===== src/hdl/bba_pkg.sv =====
// shared types and constants for the bitmap block allocator
package bba_pkg;

	// maximum number of blocks one allocation walk visits
	localparam int WALK_LIMIT = 32;

	// payload widths
	localparam int START_W = 5;
	localparam int LEN_W   = 6;
	localparam int INDEX_W = 5;
	localparam int COUNT_W = 6;

	// request kinds carried in tuser
	typedef enum logic [0:0] {
		REQ_MARK  = 1'b0,
		REQ_ALLOC = 1'b1
	} req_kind_t;

	// result status carried in tuser
	typedef enum logic [2:0] {
		ST_CLAIMED   = 3'd0,
		ST_SKIPPED   = 3'd1,
		ST_REFUSED   = 3'd2,
		ST_STORE_END = 3'd3,
		ST_MARKED    = 3'd4,
		ST_EMPTY     = 3'd5
	} status_t;

	// sequencer states
	typedef enum logic [1:0] {
		SEQ_CLEAR,
		SEQ_IDLE,
		SEQ_WALK
	} seq_state_t;

endpackage


===== src/hdl/bitmap_block_allocator_top.sv =====
// top level of the bitmap block allocator: sequencer, used map memory and output register
//
// The block keeps one used bit per storage block in a small synchronous memory.
// After reset it runs a clearing pass, one entry at a time, that writes every
// bit to free; s_axis_tready stays low until that pass is done. A request is
// taken only while the sequencer is idle, one request at a time. A mark request,
// a refused start, an empty request or a start beyond the store is answered
// after the memory read of the start block and gives one transaction on the
// master side. An allocation walks the map one block per cycle while the output
// register is free, with a read-modify-write on the single memory port: the
// accept cycle also reads the start block, and each next block is read while
// the current one is checked, at most 32 visited blocks. Each visited block
// gives one result (claimed or skipped), so any back pressure on m_axis_tready
// stretches the walk. Results leave through an output register, so the next
// request is taken while the final result of the previous one still waits on
// the master side. The walk never goes past block NUM_BLOCKS-1; running out of
// store ends with a store end result at block 0.
module bitmap_block_allocator_top #(
	parameter int NUM_BLOCKS = 32
) (
	input  logic       clk,
	input  logic       arst_n,
	// request stream
	input  logic       s_axis_tvalid,
	output logic       s_axis_tready,
	input  logic [15:0] s_axis_tdata,  // [4:0] start_block, [10:5] run_length, rest zero
	input  logic [0:0]  s_axis_tuser,  // [0] req_type
	// result stream
	output logic       m_axis_tvalid,
	input  logic       m_axis_tready,
	output logic [7:0] m_axis_tdata,   // [4:0] block_index, rest zero
	output logic [2:0] m_axis_tuser,   // [2:0] status
	output logic       m_axis_tlast    // last result of a request
);

	localparam int AW = $clog2(NUM_BLOCKS);
	localparam int JW = $clog2(NUM_BLOCKS + 1);

	// sequencer state
	bba_pkg::seq_state_t state_q, state_d;
	logic [JW-1:0]                j_q, j_d;          // walk position, also clear counter
	logic [bba_pkg::COUNT_W-1:0]  visited_q, visited_d;
	logic [bba_pkg::COUNT_W-1:0]  claimed_q, claimed_d;
	logic                         first_q, first_d;

	// latched request
	bba_pkg::req_kind_t           kind_q;
	logic [bba_pkg::START_W-1:0]  start_q;
	logic [bba_pkg::LEN_W-1:0]    len_q;

	// memory port
	logic          wr_en;
	logic [AW-1:0] wr_addr;
	logic          wr_data;
	logic [AW-1:0] rd_addr;
	logic          rd_data;

	// output register
	logic                         out_valid_q;
	logic [bba_pkg::INDEX_W-1:0]  out_idx_q, out_idx;
	bba_pkg::status_t             out_st_q, out_st;
	logic                         out_last_q, out_last;
	logic                         out_load;
	logic                         out_free;

	// helpers
	logic [bba_pkg::START_W-1:0]  in_start;
	logic [AW-1:0]                in_addr;
	logic                         in_accept;
	logic [JW-1:0]                j_next;
	logic [AW-1:0]                j_addr;
	logic [AW-1:0]                j_next_addr;
	logic [5:0]                   j_wide;
	logic [bba_pkg::COUNT_W-1:0]  claimed_inc;
	logic                         start_oos;
	logic                         walk_end;
	logic                         run_done;

	assign in_start  = s_axis_tdata[bba_pkg::START_W-1:0];
	assign in_addr   = (6'(in_start) < 6'(NUM_BLOCKS)) ? AW'(in_start) : '0;
	assign in_accept = s_axis_tvalid && s_axis_tready;

	assign j_next      = j_q + JW'(1);
	assign j_addr      = (j_q < JW'(NUM_BLOCKS)) ? AW'(j_q) : '0;
	assign j_next_addr = (j_next < JW'(NUM_BLOCKS)) ? AW'(j_next) : '0;
	assign j_wide      = 6'(j_q);

	assign claimed_inc = claimed_q + bba_pkg::COUNT_W'(1);
	assign start_oos   = 6'(start_q) >= 6'(NUM_BLOCKS);
	assign walk_end    = (visited_q == bba_pkg::COUNT_W'(bba_pkg::WALK_LIMIT))
		|| (j_q == JW'(NUM_BLOCKS));
	assign run_done    = claimed_inc == len_q;

	assign out_free = !out_valid_q || m_axis_tready;

	bba_map_ram #(
		.DEPTH  (NUM_BLOCKS),
		.ADDR_W (AW)
	) u_map (
		.clk     (clk),
		.wr_en   (wr_en),
		.wr_addr (wr_addr),
		.wr_data (wr_data),
		.rd_addr (rd_addr),
		.rd_data (rd_data)
	);

	// state register
	always_ff @(posedge clk or negedge arst_n) begin
		if (!arst_n) begin
			state_q   <= bba_pkg::SEQ_CLEAR;
			j_q       <= '0;
			visited_q <= '0;
			claimed_q <= '0;
			first_q   <= 1'b0;
		end else begin
			state_q   <= state_d;
			j_q       <= j_d;
			visited_q <= visited_d;
			claimed_q <= claimed_d;
			first_q   <= first_d;
		end
	end

	// request payload, held for the whole walk
	always_ff @(posedge clk) begin
		if (in_accept) begin
			kind_q  <= bba_pkg::req_kind_t'(s_axis_tuser[0]);
			start_q <= in_start;
			len_q   <= s_axis_tdata[bba_pkg::START_W +: bba_pkg::LEN_W];
		end
	end

	// next state, memory access and result selection
	always_comb begin
		state_d       = state_q;
		j_d           = j_q;
		visited_d     = visited_q;
		claimed_d     = claimed_q;
		first_d       = first_q;
		wr_en         = 1'b0;
		wr_addr       = j_addr;
		wr_data       = 1'b1;
		rd_addr       = j_addr;
		s_axis_tready = 1'b0;
		out_load      = 1'b0;
		out_idx       = j_wide[bba_pkg::INDEX_W-1:0];
		out_st        = bba_pkg::ST_CLAIMED;
		out_last      = 1'b0;
		case (state_q)
			bba_pkg::SEQ_CLEAR: begin
				// sweep the map to free, one entry a cycle
				wr_en   = 1'b1;
				wr_data = 1'b0;
				if (j_q == JW'(NUM_BLOCKS - 1)) begin
					j_d     = '0;
					state_d = bba_pkg::SEQ_IDLE;
				end else begin
					j_d = j_next;
				end
			end
			bba_pkg::SEQ_IDLE: begin
				s_axis_tready = 1'b1;
				rd_addr       = in_addr;
				if (in_accept) begin
					j_d       = JW'(in_start);
					visited_d = '0;
					claimed_d = '0;
					first_d   = 1'b1;
					state_d   = bba_pkg::SEQ_WALK;
				end
			end
			bba_pkg::SEQ_WALK: begin
				// rd_data holds the used bit of block j here
				if (out_free) begin
					out_load = 1'b1;
					if (first_q && start_oos) begin
						out_idx  = start_q;
						out_st   = bba_pkg::ST_STORE_END;
						out_last = 1'b1;
						state_d  = bba_pkg::SEQ_IDLE;
					end else if (first_q && kind_q == bba_pkg::REQ_MARK) begin
						wr_en    = 1'b1;
						out_idx  = start_q;
						out_st   = bba_pkg::ST_MARKED;
						out_last = 1'b1;
						state_d  = bba_pkg::SEQ_IDLE;
					end else if (first_q && rd_data) begin
						out_idx  = start_q;
						out_st   = bba_pkg::ST_REFUSED;
						out_last = 1'b1;
						state_d  = bba_pkg::SEQ_IDLE;
					end else if (first_q && len_q == '0) begin
						out_idx  = start_q;
						out_st   = bba_pkg::ST_EMPTY;
						out_last = 1'b1;
						state_d  = bba_pkg::SEQ_IDLE;
					end else if (walk_end) begin
						out_idx  = '0;
						out_st   = bba_pkg::ST_STORE_END;
						out_last = 1'b1;
						state_d  = bba_pkg::SEQ_IDLE;
					end else if (!rd_data) begin
						// free block: claim it
						wr_en     = 1'b1;
						claimed_d = claimed_inc;
						out_st    = bba_pkg::ST_CLAIMED;
						out_last  = run_done;
						if (run_done) begin
							state_d = bba_pkg::SEQ_IDLE;
						end else begin
							j_d       = j_next;
							visited_d = visited_q + bba_pkg::COUNT_W'(1);
							first_d   = 1'b0;
							rd_addr   = j_next_addr;
						end
					end else begin
						// used block inside the walk: skip it
						out_st    = bba_pkg::ST_SKIPPED;
						j_d       = j_next;
						visited_d = visited_q + bba_pkg::COUNT_W'(1);
						first_d   = 1'b0;
						rd_addr   = j_next_addr;
					end
				end
			end
			default: begin
				state_d = bba_pkg::SEQ_IDLE;
			end
		endcase
	end

	// output register
	always_ff @(posedge clk or negedge arst_n) begin
		if (!arst_n) begin
			out_valid_q <= 1'b0;
		end else if (out_load) begin
			out_valid_q <= 1'b1;
		end else if (m_axis_tready) begin
			out_valid_q <= 1'b0;
		end
	end

	always_ff @(posedge clk) begin
		if (out_load) begin
			out_idx_q  <= out_idx;
			out_st_q   <= out_st;
			out_last_q <= out_last;
		end
	end

	assign m_axis_tvalid = out_valid_q;
	assign m_axis_tdata  = {3'b000, out_idx_q};
	assign m_axis_tuser  = out_st_q;
	assign m_axis_tlast  = out_last_q;

	// one request at a time: nothing new is taken right after an accept
	assert property (@(posedge clk) disable iff (!arst_n)
		in_accept |=> !s_axis_tready)
		else $error("request taken while a walk is in progress");

	// an allocation never writes a block that reads back as used
	assert property (@(posedge clk) disable iff (!arst_n)
		(wr_en && state_q == bba_pkg::SEQ_WALK && kind_q == bba_pkg::REQ_ALLOC) |-> !rd_data)
		else $error("allocation claimed a used block");

	// a result is never loaded over one that is still waiting
	assert property (@(posedge clk) disable iff (!arst_n)
		(out_load && out_valid_q) |-> m_axis_tready)
		else $error("pending result overwritten");

	// the walk never visits more than the walk limit
	assert property (@(posedge clk) disable iff (!arst_n)
		state_q == bba_pkg::SEQ_WALK |-> visited_q <= bba_pkg::COUNT_W'(bba_pkg::WALK_LIMIT))
		else $error("walk ran past its limit");

endmodule


===== src/hdl/bba_map_ram.sv =====
// single-bit used map memory, one write and one registered read port
module bba_map_ram #(
	parameter int DEPTH  = 32,
	parameter int ADDR_W = $clog2(DEPTH)
) (
	input  logic              clk,
	input  logic              wr_en,
	input  logic [ADDR_W-1:0] wr_addr,
	input  logic              wr_data,
	input  logic [ADDR_W-1:0] rd_addr,
	output logic              rd_data
);

	logic mem_q [DEPTH];
	logic rd_data_q;

	always_ff @(posedge clk) begin
		if (wr_en) begin
			mem_q[wr_addr] <= wr_data;
		end
		rd_data_q <= mem_q[rd_addr];
	end

	assign rd_data = rd_data_q;

endmodule


===== config.mk =====
export PLATFORM = sky130hd
export DESIGN_NAME = bitmap_block_allocator_top
export DESIGN_NICKNAME = d
export VERILOG_FILES = /design/src/hdl/bba_pkg.sv /design/src/hdl/bitmap_block_allocator_top.sv /design/src/hdl/bba_map_ram.sv
export SDC_FILE = /design/constraint.sdc
export NUM_CORES = 1
export LEC_CHECK = 0
export BUFFER_PORTS_ARGS = -buffer_cell sky130_fd_sc_hd__buf_2
export CORE_AREA = 2 2 118 97
export CTS_BUF_LIST = sky130_fd_sc_hd__clkbuf_16
export DETAILED_ROUTE_END_ITERATION = 10
export DIE_AREA = 0 0 120 99
export PLACE_DENSITY = 0.55
export SLEW_MARGIN = 30
export SYNTH_ARGS = -nofsm -noshare
export SYNTH_HDL_FRONTEND = slang
export SYNTH_SLANG_ARGS = --single-unit

===== constraint.sdc =====
create_clock -name clk -period 6.1 [get_ports clk]
set_input_delay 0.915 -clock clk [delete_from_list [all_inputs] [get_ports clk]]
set_output_delay 0.915 -clock clk [all_outputs]
set_load 0.01 [all_outputs]

Word level (Yosys, flattened, before mapping)
Memory sizes are Yosys's and may differ from the RTL's. A register that Yosys moved wholly into a read port is not among the register bits. Index checks and enable logic that the tools add are counted.

Bits in writable memories: 32. Memories kept: 1. Input port bits: 21. Output and inout bits: 14. Logic and storage cells: 145. Bits in registers: 43.

Memory list: u_map.mem_q (words 32, bits a word 1, rd ports 1, clocked after memory_dff 1, wr ports 1, line bba_map_ram.sv:14) `logic mem_q [DEPTH];`.

$lt $le $gt $ge: 2. Reduce and logical (&&, ||, !) cells: 19. Mux-type cells: 86. Bitwise logic cells: 3. Add/sub/neg operators: 3. Eq/ne operators: 17.

Operator list (number): 2-to-1 mux 6 bit (23); 2-to-1 mux 5 bit (15); 2-to-1 mux 1 bit (28); one-hot mux 6 bit (2 select lines) (2); AND reduction 8 bit (3); 2-to-1 mux 2 bit (10); adder 6 x 1 -> 6 bit (second input constant) (3); one-hot mux 6 bit (3 select lines) (1); inequality test 2 bit (second input constant) (8); == test 6 bit (second input constant) (2); less-than comparator 6 bit (second input constant) (2); inequality test 6 bit (second input constant) (2); one-hot mux 5 bit (2 select lines) (1); 2-to-1 mux 3 bit (3); == test 6 x 5 -> 1 bit (second input constant) (1); == test 6 bit (1); logical NOT 6 bit (1); one-hot mux 2 bit (3 select lines) (1); AND reduction 5 bit (1); logical AND 1 bit (4); one-hot mux 1 bit (2 select lines) (2); nonzero test 2 bit (2); OR reduction 4 bit (1); inequality test 3 x 2 -> 1 bit (second input constant) (1); 9 further kinds (12).

Logic depth before layout (Yosys ltp)
Gate-level depths: netlist (run 1).

Depth in word-level cells: 11. Depth in mapped cells: 13.

Modules after synthesis
Synthesis (run 1) repeated with hierarchy kept, for this count alone.

Cells, all modules: 413. Area, all modules: 4274.1 um2.

By module, submodules not included: bitmap_block_allocator_top (cells an instance 293, area an instance 2756.4 um2, instances 1); bba_map_ram (cells an instance 120, area an instance 1517.7 um2, instances 1).

Least setup slack after synthesis (run 1)
OpenSTA, ideal clock, no wires.

Kind: in2reg. From: input m_axis_tready. To: register u_map.rd_data_q (netlist: u_map.rd_data), read port of u_map.mem_q. Arrival time: 2868 ps. Stages on the path: 10. Slack: 3170 ps. Setup time: 62 ps. Required time: 6038 ps. Buffers on the path: 1. Path through: nor2b_1 > a211o_1 > nor4b_1 > o221ai_1 > o21a_4 > buf_6 > o211a_1 > a2111o_1 > a41o_1 > nand3_1.

Word-level cells in the longest chain between the ends: 3.

RTL lines: start, declared (line bitmap_block_allocator_top.sv:30) `input logic m_axis_tready,`; logical OR 1 bit (line bitmap_block_allocator_top.sv:94) `assign out_free = !out_valid_q || m_axis_tready;`; 2-to-1 mux 5 bit (line bitmap_block_allocator_top.sv:175) `if (out_free) begin`; one-hot mux 5 bit (2 select lines) (line bitmap_block_allocator_top.sv:150) `case (state_q)`; end, declared (line bba_map_ram.sv:15) `logic rd_data_q;`.

No other way between the ends. A chain may end at the register's enable or synchronous reset.

Worst setup path after layout (run 1)
From: register visited_q[0] (netlist bit). To: register u_map.rd_data_q (netlist: u_map.rd_data), read port of u_map.mem_q.

Word-level cells in the longest chain between the ends: 8.

RTL lines: start, declared (line bitmap_block_allocator_top.sv:42) `logic [bba_pkg::COUNT_W-1:0] visited_q, visited_d;`; start signal, assigned (line bitmap_block_allocator_top.sv:119) `visited_q <= visited_d;`; == test 6 bit (line bitmap_block_allocator_top.sv:90) `assign walk_end = (visited_q == bba_pkg::COUNT_W'(bba_pkg::WALK_LIMIT))`; logical OR 1 bit (line bitmap_block_allocator_top.sv:91) `|| (j_q == JW'(NUM_BLOCKS));`; 2-to-1 mux 5 bit (line bitmap_block_allocator_top.sv:198) `end else if (walk_end) begin`; 2-to-1 mux 5 bit (line bitmap_block_allocator_top.sv:193) `end else if (first_q && len_q == '0) begin`; 2-to-1 mux 5 bit (line bitmap_block_allocator_top.sv:188) `end else if (first_q && rd_data) begin`; 2-to-1 mux 5 bit (line bitmap_block_allocator_top.sv:182) `end else if (first_q && kind_q == bba_pkg::REQ_MARK) begin`; 2-to-1 mux 5 bit (line bitmap_block_allocator_top.sv:175); one-hot mux 5 bit (2 select lines) (line bitmap_block_allocator_top.sv:150).

No other way between the ends.

==> flow_summary.json, run 1 <==
{
  "status": "completed",
  "core_area_um2": 10680,
  "placed_area_um2": 4405,
  "portBuffers": 26,
  "cts_num_sinks": 76,
  "yosysSeqAreaShare_pct": 51.71,
  "final_cells": 585,
  "synth_area_leaders": "edfxtp_1 38%, dfrtp_1 13%, nor2_1 4.8%",
  "synth_top_family_by_area": "simple AND/OR/NAND/NOR gates",
  "start_util_pct": 39.16,
  "synth_enable_flop_cells": 53,
  "clk_path_buf_depth": 2,
  "ant_nets": 0,
  "stdcell_area_um2": 4741,
  "fp.dieH_um": 99,
  "ys_types": 61,
  "yosysWarnings": 0,
  "crit_type": "register to register",
  "slew_headroom_pct": 43.70,
  "synth_commonest_cells": "53 x edfxtp_1, 53 x nor2_1, 51 x nand2_1",
  "hold_viol_final": 0,
  "cp.required_ns": 6.37,
  "setup_ws_ns": 2.670,
  "slowest_delay_ns": 0.54,
  "wl_mm": 9.961,
  "drive_gt1_share_pct": 12.70,
  "place_congestion": 0.8833,
  "area_growth_pct": 13.38,
  "ios": 35,
  "drv_cap": 0,
  "die_w_um": 120,
  "slew_viol_final": 0,
  "dieArea_um2": 11880,
  "grt_pass1_vias": 3040,
  "syn_avg_cell_area_um2": 10.05,
  "finClkSkew_ns": 0.006216,
  "period_share_pct": 56.23,
  "cts_tree": "done",
  "end_kind": "register",
  "leakage_nw": 1.853,
  "cts_resized": 0,
  "critical_path_arrival_ns": 3.70,
  "clock.fmax_ghz": 0.2916,
  "viasPerCell": 5.468,
  "clock_latency_ns": 0.34,
  "htreeDepth": 3,
  "grt.total_usage_pct": 17.76,
  "grt_overflow": 0,
  "hp-class": "register to register",
  "tightest_slew_ns": 0.8446,
  "diodes": 0,
  "dp_hpwl_mm": 7.243,
  "grt_max_degree": 33,
  "synthXorXnorAreaFrac_pct": 2.304,
  "grt_pass1_wl_mm": 16.22,
  "cts_setup_buffers": 0,
  "first_iter_violations": 316,
  "slowest_stage": "mux2_1",
  "ys_async_sr_fraction_pct": 28.95,
  "synth-compound-area-share_pct": 16.88,
  "muxShareOfSynthArea_pct": 3.710,
  "vias": 3199,
  "finalPower_mw": 2.542,
  "synth_top_cell_by_area": "edfxtp_1",
  "numPlacedInstances": 569,
  "antenna_found_initial": 0,
  "irDropWorstVdd_mv": 0.2055,
  "yosys.area_share.simple_pct": 18.19,
  "cts_root_buffer": "clkbuf_16",
  "synth_seq_cells": 76,
  "cp_cell_sequence": "inv_1, ha_1, or4bb_1, o22ai_1, or2_4, a211o_1, mux2_1, o211a_1, a2111o_1, a41o_1, nand3_1",
  "numCtsBuffers": 9,
  "finalSetupViolCount": 0,
  "final.setup.tns_ns": 0,
  "synth_top_area_share_pct": 38.06,
  "nNetsFinal": 466,
  "wl_per_cell_um": 17.03,
  "row_count": 34,
  "rsz0062_at_grt": "false",
  "pre_cts_ws_ns": 2.627,
  "start_kind": "register",
  "period_needed_ns": 3.430,
  "clk_pin_slew_worst_paths_ns": 0.06,
  "synthAdderAreaFrac_pct": 2.693,
  "power_density_nw_per_um2": 536.2,
  "postCtsHoldBufs": 0,
  "hold_ws_ns": 0.5306,
  "synth_flop_cell": "edfxtp_1",
  "drcViolationCount": 0,
  "utilization_pct": 44.40,
  "dr.pass1.iters": 5,
  "critPathMaxFanout": 9,
  "netlist_area_um2": 4182,
  "synth_cells": 416
}
## layout make-up
| class | count | area [um^2] |
|---|---|---|
| fillers | 1019 | 5937 |
| flip-flops and latches | 76 | 2162 |
| multi-input cells | 300 | 1847 |
| clock buffers | 9 | 225.2 |
| well taps | 144 | 180.2 |
| repair buffers | 26 | 130.1 |
| clock inverters | 7 | 110.1 |
| inverters | 23 | 86.33 |
## cells in the final DEF, fill, tap and decap left out, types with 3 or more instances in the layout
cell type  count
nand2b_1       6
inv_1         25
nor2b_1        5
xor2_1         6
nand3_1       12
nor3_1         9
edfxtp_1      53
and3_1         5
o2111ai_1      3
dfrtp_1       22
bufinv_16      3
nand2_1       51
nor2_1        53
ha_1           9
nand4_1        5
buf_2         26
a31oi_1        6
a21oi_1       17
o211ai_1      13
clkbuf_16      9
mux2_2         3
o21ai_0       22
xnor2_1        5
mux2i_1       11
conb_1         3
a21o_1         3
a22o_1        10
o22ai_1        4
## cell families after synthesis
group           after synthesis
simple gates                161
buf+inv                      42
fa+ha+maj                     9
other cells                   1
mux                          15
xor+xnor                     11
flops                        76
compound gates              101
## critical path: cells and delay by family, from the launching register on
kind / cells / cell delay (ns)
adders and majority gates: 1 / 0.16
DFF: 1 / 0.40
buffers and inverters: 1 / 0.10
muxes: 1 / 0.54
AOI/OAI and AO/OA: 5 / 1.35
and+or+nand+nor: 3 / 0.83
## routing by layer
layer,global-route usage (%),vias to the layer above,share of wire (%)
li1,-,1546,-
met1,26.70,1533,50
met2,25.52,107,41
met3,3.646,13,7.2
met4,5.611,0,1.6
met5,0,-,0
## registers in the layout, summed over array words and instances (netlist names)
signal and cells:
claimed_q 6, first_q 1, j_q 6, kind_q 1
len_q 6, m_axis_tlast 1, m_axis_tuser 3, m_axis_tvalid 1
out_idx_q 5, start_q 5, state_q 2, u_map.mem_q 32
u_map.rd_data 1, visited_q 6
## worst paths after layout
kind,startpoint,cells past startpoint,slack (ns),to
setup / recovery,visited_q[0]$_DFFE_PN0P_,11,2.67,u_map.rd_data$_DFF_P_
hold / removal,visited_q[5]$_DFFE_PN0P_,2,0.53,visited_q[5]$_DFFE_PN0P_
setup reg to reg,visited_q[0]$_DFFE_PN0P_,11,2.67,u_map.rd_data$_DFF_P_
hold reg to reg,visited_q[5]$_DFFE_PN0P_,2,0.53,visited_q[5]$_DFFE_PN0P_
max in group asynchronous,arst_n,1,5.23,state_q[0]$_DFFE_PN0P_
min in group asynchronous,arst_n,1,0.54,claimed_q[5]$_DFFE_PN0P_
## power breakdown
group	leakage (nW)	total, mW	internal (mW)	switching [mW]
Combinational	0.902	1.15	0.397	0.755
Clock	0.168	0.597	0.396	0.201
Sequential	0.783	0.793	0.696	0.0972
(Power assumes the default switching activity.)
==> inputs of run 2 (changes only) <==
--- a/config.mk
+++ b/config.mk
@@ -10,7 +10,7 @@
 export CTS_BUF_LIST = sky130_fd_sc_hd__clkbuf_16
 export DETAILED_ROUTE_END_ITERATION = 10
 export DIE_AREA = 0 0 120 99
-export PLACE_DENSITY = 0.55
+export PLACE_DENSITY = 0.57
 export SLEW_MARGIN = 30
 export SYNTH_ARGS = -nofsm -noshare
 export SYNTH_HDL_FRONTEND = slang
==> constraint.sdc (replaced) <==
create_clock -name clk -period 3 [get_ports clk]
set_input_delay 0.45 -clock clk [delete_from_list [all_inputs] [get_ports clk]]
set_output_delay 0.45 -clock clk [all_outputs]
set_load 0.01 [all_outputs]
==> flow_summary.json, run 2 (synthesis results as in run 1) <==
{
  "status": "completed",
  "grt_max_degree": 33,
  "cp.required_ns": 3.28,
  "finalPower_mw": 5.527,
  "utilization_pct": 47.11,
  "row_count": 34,
  "fp.dieH_um": 99,
  "cts_tree": "done",
  "first_iter_violations": 250,
  "dp_hpwl_mm": 7.604,
  "grt_pass1_vias": 3177,
  "critPathMaxFanout": 8,
  "vias": 3327,
  "drv_cap": 0,
  "diodes": 0,
  "period_needed_ns": 2.862,
  "rrSetupSlack_ns": 0.14,
  "area_growth_pct": 20.29,
  "clock_latency_ns": 0.33,
  "portBuffers": 26,
  "drcViolationCount": 0,
  "hp-class": "input pin to asynchronous set/reset pin",
  "slew_headroom_pct": 41.81,
  "htreeDepth": 3,
  "wl_mm": 10.13,
  "clk_pin_slew_worst_paths_ns": 0.06,
  "viasPerCell": 5.366,
  "grt.total_usage_pct": 18.47,
  "dieArea_um2": 11880,
  "irDropWorstVdd_mv": 0.4535,
  "postCtsHoldBufs": 0,
  "hold_viol_final": 0,
  "finClkSkew_ns": 0.004979,
  "tightest_slew_ns": 0.8720,
  "largest_register_ffs": 32,
  "crit_type": "register to register",
  "final_cell_mix": "53 x nor2_1, 53 x edfxtp_1, 49 x nand2_1",
  "clk_path_buf_depth": 2,
  "leakage_nw": 2.021,
  "wl_per_cell_um": 16.35,
  "pre_cts_ws_ns": 0.01574,
  "seq_area_um2": 2162,
  "setup_ws_ns": 0.1376,
  "finalSetupViolCount": 0,
  "cts_root_buffer": "clkbuf_16",
  "cp_cell_sequence": "inv_1, ha_1, or4bb_1, o22ai_4, or2_4, a211o_1, mux2_1, buf_12, mux2i_1, a311oi_1, o211ai_1, nand3_1",
  "nNetsFinal": 501,
  "critical_path_arrival_ns": 3.14,
  "start_kind": "register",
  "cts_num_sinks": 76,
  "numCtsBuffers": 9,
  "antenna_found_initial": 0,
  "slowest_delay_ns": 0.53,
  "grt_pass1_wl_mm": 16.99,
  "rsz0062_at_grt": "true",
  "ios": 35,
  "dr.pass1.iters": 5,
  "end_kind": "register",
  "fillers": 1026,
  "slowest_stage": "or4bb_1",
  "grt_overflow": 0,
  "clock.fmax_ghz": 0.3494,
  "period_share_pct": 95.41,
  "place_congestion": 0.9031,
  "core_area_um2": 10680,
  "multi_input_area_um2": 1878,
  "slew_viol_final": 0,
  "ant_nets": 0,
  "drive_gt1_share_pct": 20.59,
  "top_register": "u_map.mem_q",
  "die_w_um": 120,
  "power_density_nw_per_um2": 1099,
  "start_util_pct": 39.16
}
## run 2: metal layers
layer	global-route usage (%)	share of wire (%)	up-vias
met5	0	0	-
met4	3.891	1.2	0
met3	5.266	7.1	11
met2	25.22	41	112
met1	28.81	51	1587
li1	-	-	1617
## run 2: stage by stage
step | cells | hold slack (ns) | TNS, ns | instance area (um^2)
6_report | 620 | 0.08551 | 0 | 5030
5_1_grt | 620 | 0.1183 | -0.02994 | 5030
2_1_floorplan | 418 | 0.1544 | 0 | 4189
4_1_cts | 620 | 0.09589 | 0 | 5000
3_3_place_gp | 604 | 0.4530 | 0 | 4676
3_5_place_dp | 604 | 0.4528 | 0 | 4676
## run 2: cell type report
| cell class | instances | share of cell area (%) |
|---|---|---|
| Sequential cell | 76 | 42.99 |
| Multi-Input combinational cell | 300 | 37.34 |
| Timing Repair Buffer | 61 | 8.060 |
| Clock buffer | 9 | 4.478 |
| Tap cell | 144 | 3.582 |
| Clock inverter | 7 | 1.841 |
| Inverter | 23 | 1.716 |
## run 2: worst max-delay path, delay by kind of cell, from the launching register on
family | cells | cell delay [ns]
and+or+nand+nor | 3 | 0.78
AOI/OAI and AO/OA | 4 | 0.77
muxes | 2 | 0.50
DFF | 1 | 0.38
buffers and inverters | 2 | 0.25
adders and majority gates | 1 | 0.13
## run 2: worst paths after layout
path,from,endpoint,depth (start not counted)
setup / recovery,visited_q[0]$_DFFE_PN0P_,u_map.rd_data$_DFF_P_,12
hold / removal,arst_n,visited_q[1]$_DFFE_PN0P_,1
setup reg to reg,visited_q[0]$_DFFE_PN0P_,u_map.rd_data$_DFF_P_,12
hold reg to reg,visited_q[5]$_DFFE_PN0P_,visited_q[5]$_DFFE_PN0P_,2
max in group asynchronous,arst_n,claimed_q[0]$_DFFE_PN0P_,1
min in group clk,s_axis_tdata[6],len_q[1]$_DFFE_PP_,1
## run 2: power breakdown
group          total (mW)  switching [mW]  internal [mW]  leakage, nW
logic                2.87            1.72           1.15         1.09
registers            1.50          0.0875           1.42        0.783
clock network        1.15           0.424          0.725        0.153
## run 2: what timing repair did
item | 4_1_cts | 5_1_grt
pin swaps | 0 | 2
endpoints found under the setup margin | 1 | 9
gates cloned | 0 | 0
setup buffers | 0 | 0
gates resized for setup | 1 | 7
==> inputs of run 3 (changes only) <==
--- a/config.mk
+++ b/config.mk
@@ -6,11 +6,11 @@
 export NUM_CORES = 1
 export LEC_CHECK = 0
 export BUFFER_PORTS_ARGS = -buffer_cell sky130_fd_sc_hd__buf_2
-export CORE_AREA = 2 2 118 97
+export CORE_AREA = 2 2 133 109
 export CTS_BUF_LIST = sky130_fd_sc_hd__clkbuf_16
 export DETAILED_ROUTE_END_ITERATION = 10
-export DIE_AREA = 0 0 120 99
-export PLACE_DENSITY = 0.57
+export DIE_AREA = 0 0 135 111
+export PLACE_DENSITY = 0.47
 export SLEW_MARGIN = 30
 export SYNTH_ARGS = -nofsm -noshare
 export SYNTH_HDL_FRONTEND = slang
==> flow_summary.json, run 3 (synthesis results as in run 1) <==
{
  "drcViolationCount": 0,
  "critical_path_arrival_ns": 3.24,
  "clk_path_buf_depth": 2,
  "wl_mm": 10.83,
  "busiest_layer": "met1",
  "finClkSkew_ns": 0.004570,
  "hold_viol_final": 0,
  "power_density_nw_per_um2": 1085,
  "start_util_pct": 30.17,
  "grt_use_met1_pct": 23.65,
  "status": "completed",
  "postCtsHoldBufs": 0,
  "slowest_stage": "o211ai_1",
  "worst-path-buf-inv": 1,
  "grt_max_degree": 33,
  "vias": 3336,
  "cp_cell_sequence": "buf_4, and4_1, and3_1, o211ai_1, o211ai_1, or2_2, a31o_2, a2111o_1, a41o_1, nand3_1",
  "grt_pass1_wl_mm": 17.44,
  "slowest_delay_ns": 0.41,
  "numPlacedInstances": 648,
  "tightest_slew_ns": 0.8505,
  "crit_start": "claimed_q[0]$_DFFE_PN0P_",
  "core_area_um2": 13860,
  "wl_per_cell_um": 16.28,
  "row_count": 39,
  "clock.fmax_ghz": 0.3368,
  "final_cells": 665,
  "cp.required_ns": 3.27,
  "dieArea_um2": 14990,
  "nNetsFinal": 506,
  "leakage_nw": 2.044,
  "irDropWorstVdd_mv": 0.3887,
  "hold_ws_ns": 0.08595,
  "cp_top_family": "compound AO/OA/AOI/OAI gates",
  "numCtsBuffers": 9,
  "dp_hpwl_mm": 8.237,
  "fp.dieH_um": 111,
  "cts_tree": "done",
  "clock_latency_ns": 0.34,
  "final_cell_mix": "53 x nor2_1, 53 x edfxtp_1, 51 x nand2_1",
  "setup_ws_ns": 0.03056,
  "rsz0062_at_grt": "true",
  "crit_type": "register to register",
  "critPathMaxFanout": 5,
  "grt.total_usage_pct": 15.25,
  "start_kind": "register",
  "use_met3_pct": 2.743,
  "pre_cts_ws_ns": -0.06317,
  "period_needed_ns": 2.969,
  "reg2reg_from": "claimed_q[0]$_DFFE_PN0P_",
  "hp-class": "input pin to asynchronous set/reset pin",
  "first_iter_violations": 265,
  "cts_root_buffer": "clkbuf_16",
  "area_growth_pct": 21.60,
  "clk_pin_slew_worst_paths_ns": 0.06,
  "ios": 35,
  "largest_register_ffs": 32,
  "top_register": "u_map.mem_q",
  "diodes": 0,
  "antenna_found_initial": 0,
  "period_share_pct": 98.98,
  "slew_headroom_pct": 43.23,
  "cts_num_sinks": 76,
  "end_kind": "register",
  "slew_viol_final": 0,
  "finalSetupViolCount": 0,
  "ant_nets": 0,
  "drive_gt1_share_pct": 20.79,
  "grt_pass1_vias": 3204,
  "cpMostUsedCell": "o211ai_1",
  "gr-usage-met2_pct": 21.62,
  "grt_overflow": 0,
  "drv_cap": 0,
  "dr.pass1.iters": 5,
  "die_w_um": 135,
  "portBuffers": 26,
  "viasPerCell": 5.017,
  "place_congestion": 0.8418,
  "htreeDepth": 3
}
## run 3: cell types whose count changed in the layout (fill, tap and decap cells not counted), sizes merged
cell	change
clkinvlp	-2
clkinv	+2
inv	+1
buf	+5
bufinv	-1
## run 3: cell type report
type,count,area [um^2]
fill,1396,8773
sequential,76,2162
multi-input combinational,300,1878
timing repair buffer,66,442.9
tap,184,230.2
clock buffer,9,225.2
inverter,23,86.33
clock inverter,7,60.06
## run 3: repair_timing
action,CTS,global route
setup buffers,0,1
gates resized for setup,1,6
endpoints found under the setup margin,1,25
gates cloned,0,0
pin swaps,0,3
## run 3: worst paths after layout
path	endpoint	slack (ns)	cells past startpoint
worst max-delay path	u_map.rd_data$_DFF_P_	0.03	10
worst min-delay path	visited_q[2]$_DFFE_PN0P_	0.09	1
worst max register to register	u_map.rd_data$_DFF_P_	0.03	10
worst min register to register	out_idx_q[3]$_DFFE_PP_	0.54	1
max in group asynchronous	state_q[0]$_DFFE_PN0P_	2.56	1
min in group clk	len_q[0]$_DFFE_PP_	0.29	1
## run 3: per-layer routing
layer | routed length, um | up-vias
met5 | 0 | -
met4 | 106 | 0
met3 | 429 | 7
met2 | 4630 | 90
met1 | 5663 | 1602
li1 | - | 1637
## run 3: stage by stage
stage	TNS (ns)	cell area (um^2)	utilization [%]	power (mW)
final	0	5085	36.69	5.516
after CTS	0	5047	36.42	5.486
after global placement	0	4756	34.32	4.412
after floorplan	0	4189	-	3.354
after global routing	-0.5603	5085	36.69	5.915
after detailed placement	-0.06317	4756	34.32	4.431
## run 3: power breakdown
| part | switching [mW] | internal [mW] |
|---|---|---|
| clock network | 0.402 | 0.633 |
| registers | 0.0880 | 1.42 |
| logic | 1.78 | 1.20 |
| total | 2.27 | 3.25 |
